$ cat src/rtl/core/ltr_pkg.sv
package ltr_pkg;

  localparam int unsigned CfgIdxW  = 3;
  localparam int unsigned CfgDataW = 17;

  typedef enum logic [CfgIdxW-1:0] {
    REG_MODE        = 3'd0,
    REG_ALPHA       = 3'd1,
    REG_THRESHOLD   = 3'd2,
    REG_HYSTERESIS  = 3'd3,
    REG_DEBOUNCE_MS = 3'd4,
    REG_HOLD_MS     = 3'd5,
    REG_RELEASE_MS  = 3'd6,
    REG_REST_LEVEL  = 3'd7
  } reg_idx_e;

  localparam logic [16:0] AlphaMin = 17'd655;
  localparam logic [16:0] AlphaOne = 17'd65536;

  // Fixed mute threshold of 0.5 in Q7.24, sign-extended to the compare width.
  localparam logic signed [33:0] MuteThreshQ24 = 34'sd8388608;

  localparam logic [2:0]  ModeReset       = 3'd0;
  localparam logic [16:0] AlphaReset      = 17'd19661;
  localparam logic [15:0] ThresholdReset  = 16'hD800;
  localparam logic [14:0] HysteresisReset = 15'd768;
  localparam logic [15:0] DebounceReset   = 16'd50;
  localparam logic [15:0] HoldReset       = 16'd500;
  localparam logic [15:0] ReleaseReset    = 16'd200;
  localparam logic [15:0] RestLevelReset  = 16'hA600;

  localparam int unsigned InDataW  = 56;
  localparam int unsigned OutDataW = 56;

  typedef struct packed {
    logic        enable;
    logic        invert;
    logic        mute;
    logic [16:0] alpha;
    logic [15:0] threshold;
    logic [14:0] hysteresis;
    logic [15:0] debounce_ms;
    logic [15:0] hold_ms;
    logic [15:0] release_ms;
    logic [15:0] rest_level;
  } cfg_t;

  typedef struct packed {
    logic [15:0] level;
    logic [31:0] now_ms;
    logic        linked;
  } item_t;

  typedef struct packed {
    logic [31:0] average;
    logic        is_triggered;
    logic        settled_above;
    logic        settling;
    logic        in_hold;
    logic        in_release;
    logic [31:0] settle_start;
    logic [31:0] hold_start;
    logic [31:0] release_start;
    logic [31:0] last_activation;
  } state_t;

  typedef struct packed {
    logic        triggered;
    logic        fire_on;
    logic        fire_off;
    logic        clear_output;
    logic [15:0] smoothed_level;
    logic [31:0] activation_ms;
  } result_t;

endpackage

$ cat src/rtl/core/level_trigger_hold_release.sv
// Level trigger with smoothing, hysteresis, debounce, hold and release.
//
// Each input transaction on the s_axis channel carries one tick: a signed
// Q7.8 dB level, a millisecond timestamp and a link flag. Each tick yields
// exactly one result transaction on the m_axis channel with the triggered
// flag, the on/off edge flags, the output-clear flag, the smoothed level and
// the latest activation timestamp.
// The input register loads at the edge that accepts a transaction, and the
// update logic fills the result register from it once that register is free
// or being taken, which raises m_axis_tvalid. Throughput is one transaction
// per cycle while the receiver does not stall; the rate rests on the
// combinational average update, whose registered result feeds the next tick.
// When the receiver stalls, the result register holds its transaction and the
// input register takes one more; after that s_axis_tready drops until the
// result is taken. Reset clears both valid flags, restores the register
// defaults and loads the average with the default rest level.
// Configuration writes through cfg_we_i take effect at once and must only be
// issued while no transaction is in flight.
module level_trigger_hold_release (
  input  logic                           clk_i,
  input  logic                           rst_ni,
  input  logic                           cfg_we_i,
  input  logic [ltr_pkg::CfgIdxW-1:0]    cfg_idx_i,
  input  logic [ltr_pkg::CfgDataW-1:0]   cfg_data_i,
  input  logic                           s_axis_tvalid,
  output logic                           s_axis_tready,
  // Fields from bit 0: level[15:0], now_ms[47:16], linked[48], zero fill.
  input  logic [ltr_pkg::InDataW-1:0]    s_axis_tdata,
  output logic                           m_axis_tvalid,
  input  logic                           m_axis_tready,
  // Fields from bit 0: triggered[0], fire_on[1], fire_off[2],
  // clear_output[3], smoothed_level[19:4], activation_ms[51:20], zero fill.
  output logic [ltr_pkg::OutDataW-1:0]   m_axis_tdata
);

  ltr_pkg::cfg_t    cfg;
  ltr_pkg::item_t   item_q;
  ltr_pkg::state_t  st_q;
  ltr_pkg::state_t  st_d;
  ltr_pkg::result_t res_d;
  ltr_pkg::result_t res_q;
  logic             in_valid_q;
  logic             out_valid_q;
  logic             s_accept;
  logic             advance;

  ltr_cfg_regs u_cfg (
    .clk_i      (clk_i),
    .rst_ni     (rst_ni),
    .cfg_we_i   (cfg_we_i),
    .cfg_idx_i  (cfg_idx_i),
    .cfg_data_i (cfg_data_i),
    .cfg_o      (cfg)
  );

  ltr_step u_step (
    .cfg_i    (cfg),
    .item_i   (item_q),
    .state_i  (st_q),
    .state_o  (st_d),
    .result_o (res_d)
  );

  assign advance       = in_valid_q && (!out_valid_q || m_axis_tready);
  assign s_axis_tready = !in_valid_q || advance;
  assign s_accept      = s_axis_tvalid && s_axis_tready;

  always_ff @(posedge clk_i or negedge rst_ni) begin
    if (!rst_ni) begin
      in_valid_q  <= 1'b0;
      out_valid_q <= 1'b0;
    end else begin
      if (s_accept) begin
        in_valid_q <= 1'b1;
      end else if (advance) begin
        in_valid_q <= 1'b0;
      end
      if (advance) begin
        out_valid_q <= 1'b1;
      end else if (m_axis_tready) begin
        out_valid_q <= 1'b0;
      end
    end
  end

  always_ff @(posedge clk_i) begin
    if (s_accept) begin
      item_q.level  <= s_axis_tdata[15:0];
      item_q.now_ms <= s_axis_tdata[47:16];
      item_q.linked <= s_axis_tdata[48];
    end
    if (advance) begin
      res_q <= res_d;
    end
  end

  always_ff @(posedge clk_i or negedge rst_ni) begin
    if (!rst_ni) begin
      st_q.average         <= {ltr_pkg::RestLevelReset, 16'h0000};
      st_q.is_triggered    <= 1'b0;
      st_q.settled_above   <= 1'b0;
      st_q.settling        <= 1'b0;
      st_q.in_hold         <= 1'b0;
      st_q.in_release      <= 1'b0;
      st_q.settle_start    <= 32'd0;
      st_q.hold_start      <= 32'd0;
      st_q.release_start   <= 32'd0;
      st_q.last_activation <= 32'd0;
    end else if (advance) begin
      st_q <= st_d;
    end
  end

  assign m_axis_tvalid = out_valid_q;
  assign m_axis_tdata  = {4'h0, res_q.activation_ms, res_q.smoothed_level,
                          res_q.clear_output, res_q.fire_off, res_q.fire_on,
                          res_q.triggered};

  a_hold_release_exclusive: assert property (@(posedge clk_i) disable iff (!rst_ni)
    !(st_q.in_hold && st_q.in_release))
    else $error("Hold and release phases are active together.");

  a_fire_on_sets_flag: assert property (@(posedge clk_i) disable iff (!rst_ni)
    advance && res_d.fire_on |-> res_d.triggered && !st_q.is_triggered && !res_d.fire_off)
    else $error("An on edge was reported without a rising triggered flag.");

  a_fire_off_clears: assert property (@(posedge clk_i) disable iff (!rst_ni)
    advance && res_d.fire_off |-> res_d.clear_output && !res_d.triggered)
    else $error("An off edge was reported without clearing the output.");

  a_result_loaded: assert property (@(posedge clk_i) disable iff (!rst_ni)
    advance |=> out_valid_q && res_q.triggered == st_q.is_triggered)
    else $error("A processed transaction did not reach the result register.");

endmodule

$ cat src/rtl/core/ltr_cfg_regs.sv
module ltr_cfg_regs (
  input  logic                          clk_i,
  input  logic                          rst_ni,
  input  logic                          cfg_we_i,
  input  logic [ltr_pkg::CfgIdxW-1:0]   cfg_idx_i,
  input  logic [ltr_pkg::CfgDataW-1:0]  cfg_data_i,
  output ltr_pkg::cfg_t                 cfg_o
);

  logic [2:0]  mode_q;
  logic [16:0] alpha_q;
  logic [15:0] threshold_q;
  logic [14:0] hysteresis_q;
  logic [15:0] debounce_q;
  logic [15:0] hold_q;
  logic [15:0] release_q;
  logic [15:0] rest_q;
  logic [16:0] alpha_eff;

  always_ff @(posedge clk_i or negedge rst_ni) begin
    if (!rst_ni) begin
      mode_q       <= ltr_pkg::ModeReset;
      alpha_q      <= ltr_pkg::AlphaReset;
      threshold_q  <= ltr_pkg::ThresholdReset;
      hysteresis_q <= ltr_pkg::HysteresisReset;
      debounce_q   <= ltr_pkg::DebounceReset;
      hold_q       <= ltr_pkg::HoldReset;
      release_q    <= ltr_pkg::ReleaseReset;
      rest_q       <= ltr_pkg::RestLevelReset;
    end else if (cfg_we_i) begin
      case (ltr_pkg::reg_idx_e'(cfg_idx_i))
        ltr_pkg::REG_MODE:        mode_q       <= cfg_data_i[2:0];
        ltr_pkg::REG_ALPHA:       alpha_q      <= cfg_data_i[16:0];
        ltr_pkg::REG_THRESHOLD:   threshold_q  <= cfg_data_i[15:0];
        ltr_pkg::REG_HYSTERESIS:  hysteresis_q <= cfg_data_i[14:0];
        ltr_pkg::REG_DEBOUNCE_MS: debounce_q   <= cfg_data_i[15:0];
        ltr_pkg::REG_HOLD_MS:     hold_q       <= cfg_data_i[15:0];
        ltr_pkg::REG_RELEASE_MS:  release_q    <= cfg_data_i[15:0];
        ltr_pkg::REG_REST_LEVEL:  rest_q       <= cfg_data_i[15:0];
        default: ;
      endcase
    end
  end

  always_comb begin
    if (alpha_q < ltr_pkg::AlphaMin) begin
      alpha_eff = ltr_pkg::AlphaMin;
    end else if (alpha_q > ltr_pkg::AlphaOne) begin
      alpha_eff = ltr_pkg::AlphaOne;
    end else begin
      alpha_eff = alpha_q;
    end
  end

  assign cfg_o.enable      = mode_q[0];
  assign cfg_o.invert      = mode_q[1];
  assign cfg_o.mute        = mode_q[2];
  assign cfg_o.alpha       = alpha_eff;
  assign cfg_o.threshold   = threshold_q;
  assign cfg_o.hysteresis  = hysteresis_q;
  assign cfg_o.debounce_ms = debounce_q;
  assign cfg_o.hold_ms     = hold_q;
  assign cfg_o.release_ms  = release_q;
  assign cfg_o.rest_level  = rest_q;

endmodule

$ cat src/rtl/core/ltr_smooth.sv
module ltr_smooth (
  input  logic [16:0] alpha_i,
  input  logic [15:0] level_i,
  input  logic [31:0] average_i,
  output logic [31:0] average_o
);

  logic [16:0]        beta;
  logic signed [33:0] p_new;
  logic signed [49:0] p_old;
  logic signed [33:0] p_old_scaled;
  logic signed [33:0] sum;

  // Since the new sample carries a factor of 2^16, the floor of the total
  // equals the new-sample product plus the floored old-average term.
  assign beta         = ltr_pkg::AlphaOne - alpha_i;
  assign p_new        = $signed({1'b0, alpha_i}) * $signed(level_i);
  assign p_old        = $signed({1'b0, beta}) * $signed(average_i);
  assign p_old_scaled = p_old[49:16];
  assign sum          = p_new + p_old_scaled;
  assign average_o    = sum[31:0];

endmodule

$ cat src/rtl/core/ltr_step.sv
module ltr_step (
  input  ltr_pkg::cfg_t    cfg_i,
  input  ltr_pkg::item_t   item_i,
  input  ltr_pkg::state_t  state_i,
  output ltr_pkg::state_t  state_o,
  output ltr_pkg::result_t result_o
);

  logic [31:0]        avg_new;
  logic [31:0]        rest_avg;
  logic signed [17:0] thr_eff;
  logic signed [33:0] eff;
  logic signed [33:0] avg_ext;
  logic               above_raw;
  logic               above;
  logic [31:0]        settle_base;
  logic [31:0]        settle_el;
  logic [31:0]        hold_el;
  logic [31:0]        release_el;
  logic               fire_on;
  logic               fire_off;
  logic               clear;
  ltr_pkg::state_t    st;

  ltr_smooth u_smooth (
    .alpha_i   (cfg_i.alpha),
    .level_i   (item_i.level),
    .average_i (state_i.average),
    .average_o (avg_new)
  );

  assign rest_avg = {cfg_i.rest_level, 16'h0000};

  always_comb begin
    if (state_i.is_triggered) begin
      thr_eff = $signed({{2{cfg_i.threshold[15]}}, cfg_i.threshold})
              - $signed({3'b000, cfg_i.hysteresis});
    end else begin
      thr_eff = $signed({{2{cfg_i.threshold[15]}}, cfg_i.threshold});
    end
  end

  assign eff       = cfg_i.mute ? ltr_pkg::MuteThreshQ24 : $signed({thr_eff, 16'h0000});
  assign avg_ext   = $signed({{2{avg_new[31]}}, avg_new});
  assign above_raw = avg_ext >= eff;
  assign above     = cfg_i.invert ? !above_raw : above_raw;

  assign settle_base = state_i.settling ? state_i.settle_start : item_i.now_ms;
  assign settle_el   = item_i.now_ms - settle_base;
  assign hold_el     = item_i.now_ms - state_i.hold_start;
  assign release_el  = item_i.now_ms - state_i.release_start;

  always_comb begin
    st       = state_i;
    fire_on  = 1'b0;
    fire_off = 1'b0;
    clear    = 1'b0;
    if (!cfg_i.enable) begin
      if (state_i.is_triggered) begin
        st.is_triggered = 1'b0;
        clear           = 1'b1;
      end
      st.average = rest_avg;
    end else if (!item_i.linked) begin
      if (state_i.is_triggered) begin
        st.is_triggered = 1'b0;
        fire_off        = 1'b1;
        clear           = 1'b1;
      end
      st.average       = rest_avg;
      st.settled_above = 1'b0;
      st.settling      = 1'b0;
      st.in_hold       = 1'b0;
      st.in_release    = 1'b0;
      st.settle_start  = 32'd0;
      st.hold_start    = 32'd0;
      st.release_start = 32'd0;
    end else begin
      st.average = avg_new;
      if (above != state_i.settled_above) begin
        st.settling     = 1'b1;
        st.settle_start = settle_base;
        if (settle_el >= {16'h0000, cfg_i.debounce_ms}) begin
          st.settled_above = above;
          st.settling      = 1'b0;
        end
      end else begin
        st.settling = 1'b0;
      end

      if (!state_i.is_triggered) begin
        if (st.settled_above) begin
          st.is_triggered = 1'b1;
          st.in_hold      = 1'b1;
          st.hold_start   = item_i.now_ms;
          st.in_release   = 1'b0;
        end
      end else if (!st.settled_above) begin
        if (state_i.in_hold) begin
          if (hold_el >= {16'h0000, cfg_i.hold_ms}) begin
            st.in_hold       = 1'b0;
            st.in_release    = 1'b1;
            st.release_start = item_i.now_ms;
          end
        end else if (state_i.in_release) begin
          if (release_el >= {16'h0000, cfg_i.release_ms}) begin
            st.is_triggered = 1'b0;
            st.in_release   = 1'b0;
          end
        end
      end else if (state_i.in_release) begin
        st.in_release = 1'b0;
        st.in_hold    = 1'b1;
      end

      if (st.is_triggered && !state_i.is_triggered) begin
        st.last_activation = item_i.now_ms;
        fire_on            = 1'b1;
      end
      if (!st.is_triggered && state_i.is_triggered) begin
        fire_off = 1'b1;
        clear    = 1'b1;
      end
    end
  end

  assign state_o                 = st;
  assign result_o.triggered      = st.is_triggered;
  assign result_o.fire_on        = fire_on;
  assign result_o.fire_off       = fire_off;
  assign result_o.clear_output   = clear;
  assign result_o.smoothed_level = st.average[31:16];
  assign result_o.activation_ms  = st.last_activation;

endmodule
$ cat config.mk
export PLATFORM = sky130hd
export DESIGN_NAME = level_trigger_hold_release
export DESIGN_NICKNAME = d
export VERILOG_FILES = /design/src/rtl/core/ltr_pkg.sv /design/src/rtl/core/level_trigger_hold_release.sv /design/src/rtl/core/ltr_cfg_regs.sv /design/src/rtl/core/ltr_smooth.sv /design/src/rtl/core/ltr_step.sv
export SDC_FILE = /design/constraint.sdc
export NUM_CORES = 2
export LEC_CHECK = 0
export ABC_AREA = 0
export BUFFER_PORTS_ARGS = -buffer_cell sky130_fd_sc_hd__buf_2
export CORE_MARGIN = 2
export CORE_UTILIZATION = 58
export CTS_CLUSTER_DIAMETER = 120
export DETAILED_ROUTE_END_ITERATION = 10
export PLACE_DENSITY = 0.74
export SETUP_SLACK_MARGIN = 0.02
export SYNTH_ARGS = -nofsm -noshare
export SYNTH_HDL_FRONTEND = slang
export SYNTH_SLANG_ARGS = --single-unit
$ cat constraint.sdc
create_clock -name clk_i -period 17.5 [get_ports clk_i]
set_input_delay 2.625 -clock clk_i [delete_from_list [all_inputs] [get_ports clk_i]]
set_output_delay 2.625 -clock clk_i [all_outputs]
set_load 0.02 [all_outputs]
==> qor.txt <==
Number of port buffers = 127
Max-cap violations = 0
Hold Worst Slack = 0.4866 ns
CP Capture Type = flop
Clk slew on worst S/H paths = 0.06 ns
Achievable Freq = 59.46 MHz
Final GP Congestion = 0.9523
Final Hold Vio Count = 0
Share of cells above drive strength 1 = 0.1068
Most used routing layer = met2
Post-Syn Instances = 5396
Initial antenna violation count = 6
Full die area = 89870 um2
Syn Std Cell Area = 50740 um2
Met1 usage = 0.3849
Drt first pass iters = 5
Setup Viol. Count Final = 0
Post-synth top cells = 1015 x inv_1, 759 x nand2_1, 750 x fa_1
Worst-margin pin slew = 1.083 ns
Fin cells = 6616
Largest net degree at the start of global routing = 75
Routed vias/inst = 5.742
Crit path time final = 16.82 ns
Status = completed
Fin crit share = 0.9611
Slew Limit Fails = 0
Crit start category = flop
Initial Util = 0.5849
Placeable Area = 86750 um2
Via count = 37.99k
Synth top area cells = fa_1 30%, dfrtp_1 12%, ha_1 9.7%
Critical path arrival = 17.15 ns
Io pins = 139
# hold bufs at CTS = 0
Sink Count = 383
Crit path max fanout = 10
Final Util = 0.6286
Ys flop type = dfrtp_1
Hold/Removal Path Class = flop to flop
First-pass GRT wire length = 217600 um
DR iter-0 viols = 2286
Placed Cells = 6519
Top-count cell post-synth = inv_1
Clock Skew = 0.08035 ns
Synth warn = 0
CP peak stage delay = 0.56 ns
CTS tree = built
Worst Min Path Start = st_q[104]$_DFFE_PN0P_
Critical Path Start = u_cfg.alpha_q[4]$_DFFE_PN0P_
Post-synth top area cell = fa_1
Post-synth EDFFs = 101
Yosys top cell area share = 0.2959
Met2 Usage GRT = 0.5302
Placed inst area = 52770 um2
Worst-skew pair later-pin latency = 0.66 ns
Nets = 6643
WS Path Type = flop to flop
Remaining antenna violation count = 0
Post-synth cell types = 90
CP most frequent cell = fa_1
Grt total ovfl = 0
Tot GR Track Use = 0.3098
Rel. slew slack = 0.2591
DRC Markers = 0
Post-detailed-route wirelength per cell = 20.30 um
Async SR Flop Fraction = 0.7363
Reg2reg start = u_cfg.alpha_q[4]$_DFFE_PN0P_
FP Rows = 108
Final Cell Area = 54530 um2
Clock root buffer = clkbuf_16
Synth Register Bits = 383
Chip height = 299.8 um
H-tree depth = 2
Crit-path slowest cell = fa_1
CTS Buf Count = 47
Post-Syn Area per Cell = 9.404 um2
Chip Width = 299.8 um
Crit path required time = 17.84 ns
Area Overhead vs Synth = 7.459%
Post-DP HPWL = 104500 um
GR Util met3 = 0.04242
Sequential area share after synthesis = 0.1997
Clock Tree Buf Depth = 3
Vias in the first global route = 40.14k
Drt total wl = 134300 um
-- logic make-up after synthesis --
group,Yosys count,share of synthesized area
muxes,210,0.04564
buffers and inverters,1275,0.09582
AOI/OAI and AO/OA,697,0.09545
xor gates and xnor gates,143,0.02468
and+or+nand+nor,1542,0.1455
other,1,0.00007390
adders and majority gates,1145,0.3932
DFF,383,0.1997
-- cell type report --
class / instances / area (um2)
clock buffer: 66 / 1309
sequential: 383 / 10130
inverter: 1016 / 3815
fill: 7269 / 32220
clock inverter: 22 / 202.7
tap: 1155 / 1445
multi-input combinational: 3741 / 36030
antenna: 3 / 7.507
timing repair buffer: 230 / 1585
-- state kept, by name (all words and copies together) (netlist names) --
name	cells
u_cfg.hold_q	16
item_q	49
u_cfg.threshold_q	16
in_valid_q	1
m_axis_tvalid	1
st_q	165
u_cfg.debounce_q	16
u_cfg.rest_q	16
u_cfg.mode_q	3
m_axis_tdata	52
u_cfg.release_q	16
u_cfg.alpha_q	17
u_cfg.hysteresis_q	15
-- placed cells by master (no fill, tap or decap), drive strengths merged, types with 42 or more instances in the layout --
| cell | instances |
|---|---|
| and2 | 309 |
| mux2 | 171 |
| clkbuf | 67 |
| xnor2 | 101 |
| a21oi | 166 |
| o21a | 50 |
| edfxtp | 101 |
| nand2 | 760 |
| nor3 | 53 |
| xor2 | 42 |
| fa | 750 |
| inv | 1019 |
| a21o | 66 |
| nor2 | 144 |
| buf | 229 |
| o21ai | 123 |
| dfrtp | 248 |
| nand4 | 61 |
| ha | 393 |
| nand2b | 45 |
-- worst max-delay path, delay by kind of cell (launching register included) --
family          cells  cell delay, ns
compound gates     17            3.87
mux                 1            0.35
flops               1            0.42
xor+xnor            4            0.89
simple gates       18            3.46
buf+inv            12            1.20
fa+ha+maj          15            6.27
-- worst paths after layout --
path,endpoint,slack [ns],cells past startpoint
max,m_axis_tdata[22]$_DFFE_PP_,0.68,67
min,st_q[104]$_DFFE_PN0P_,0.49,1
max reg2reg,m_axis_tdata[22]$_DFFE_PP_,0.68,67
min reg2reg,st_q[104]$_DFFE_PN0P_,0.49,1
max in group asynchronous,st_q[33]$_DFFE_PN0P_,12.27,4
min in group asynchronous,st_q[22]$_DFFE_PN0P_,1.92,1
-- per-stage QoR --
step | setup slack [ns] | TNS [ns]
after floorplan | 1.408 | 0
after global placement | 0.1863 | 0
after detailed placement | 0.04508 | 0
after CTS | 0.03764 | 0
after global routing | -0.07159 | -1.190
final | 0.6813 | 0
-- per-layer routing --
layer  wire length [um]  vias to the layer above
met3               7871                      332
met5                 27                        -
met4               7957                        4
met1              52500                    19243
met2              65930                     1177
li1                   -                    17232
-- what timing repair did --
action | CTS | global route
setup buffers | 0 | 5
cloned | 0 | 1
setup endpoints to repair | 13 | 169
pin swaps | 0 | 6
hold endpoints to repair | 0 | 0
resized for setup | 1 | 35
Power is left out: the tool's default activity adds up to more than one toggle a clock period on the data nets, which glitch-free logic cannot reach.
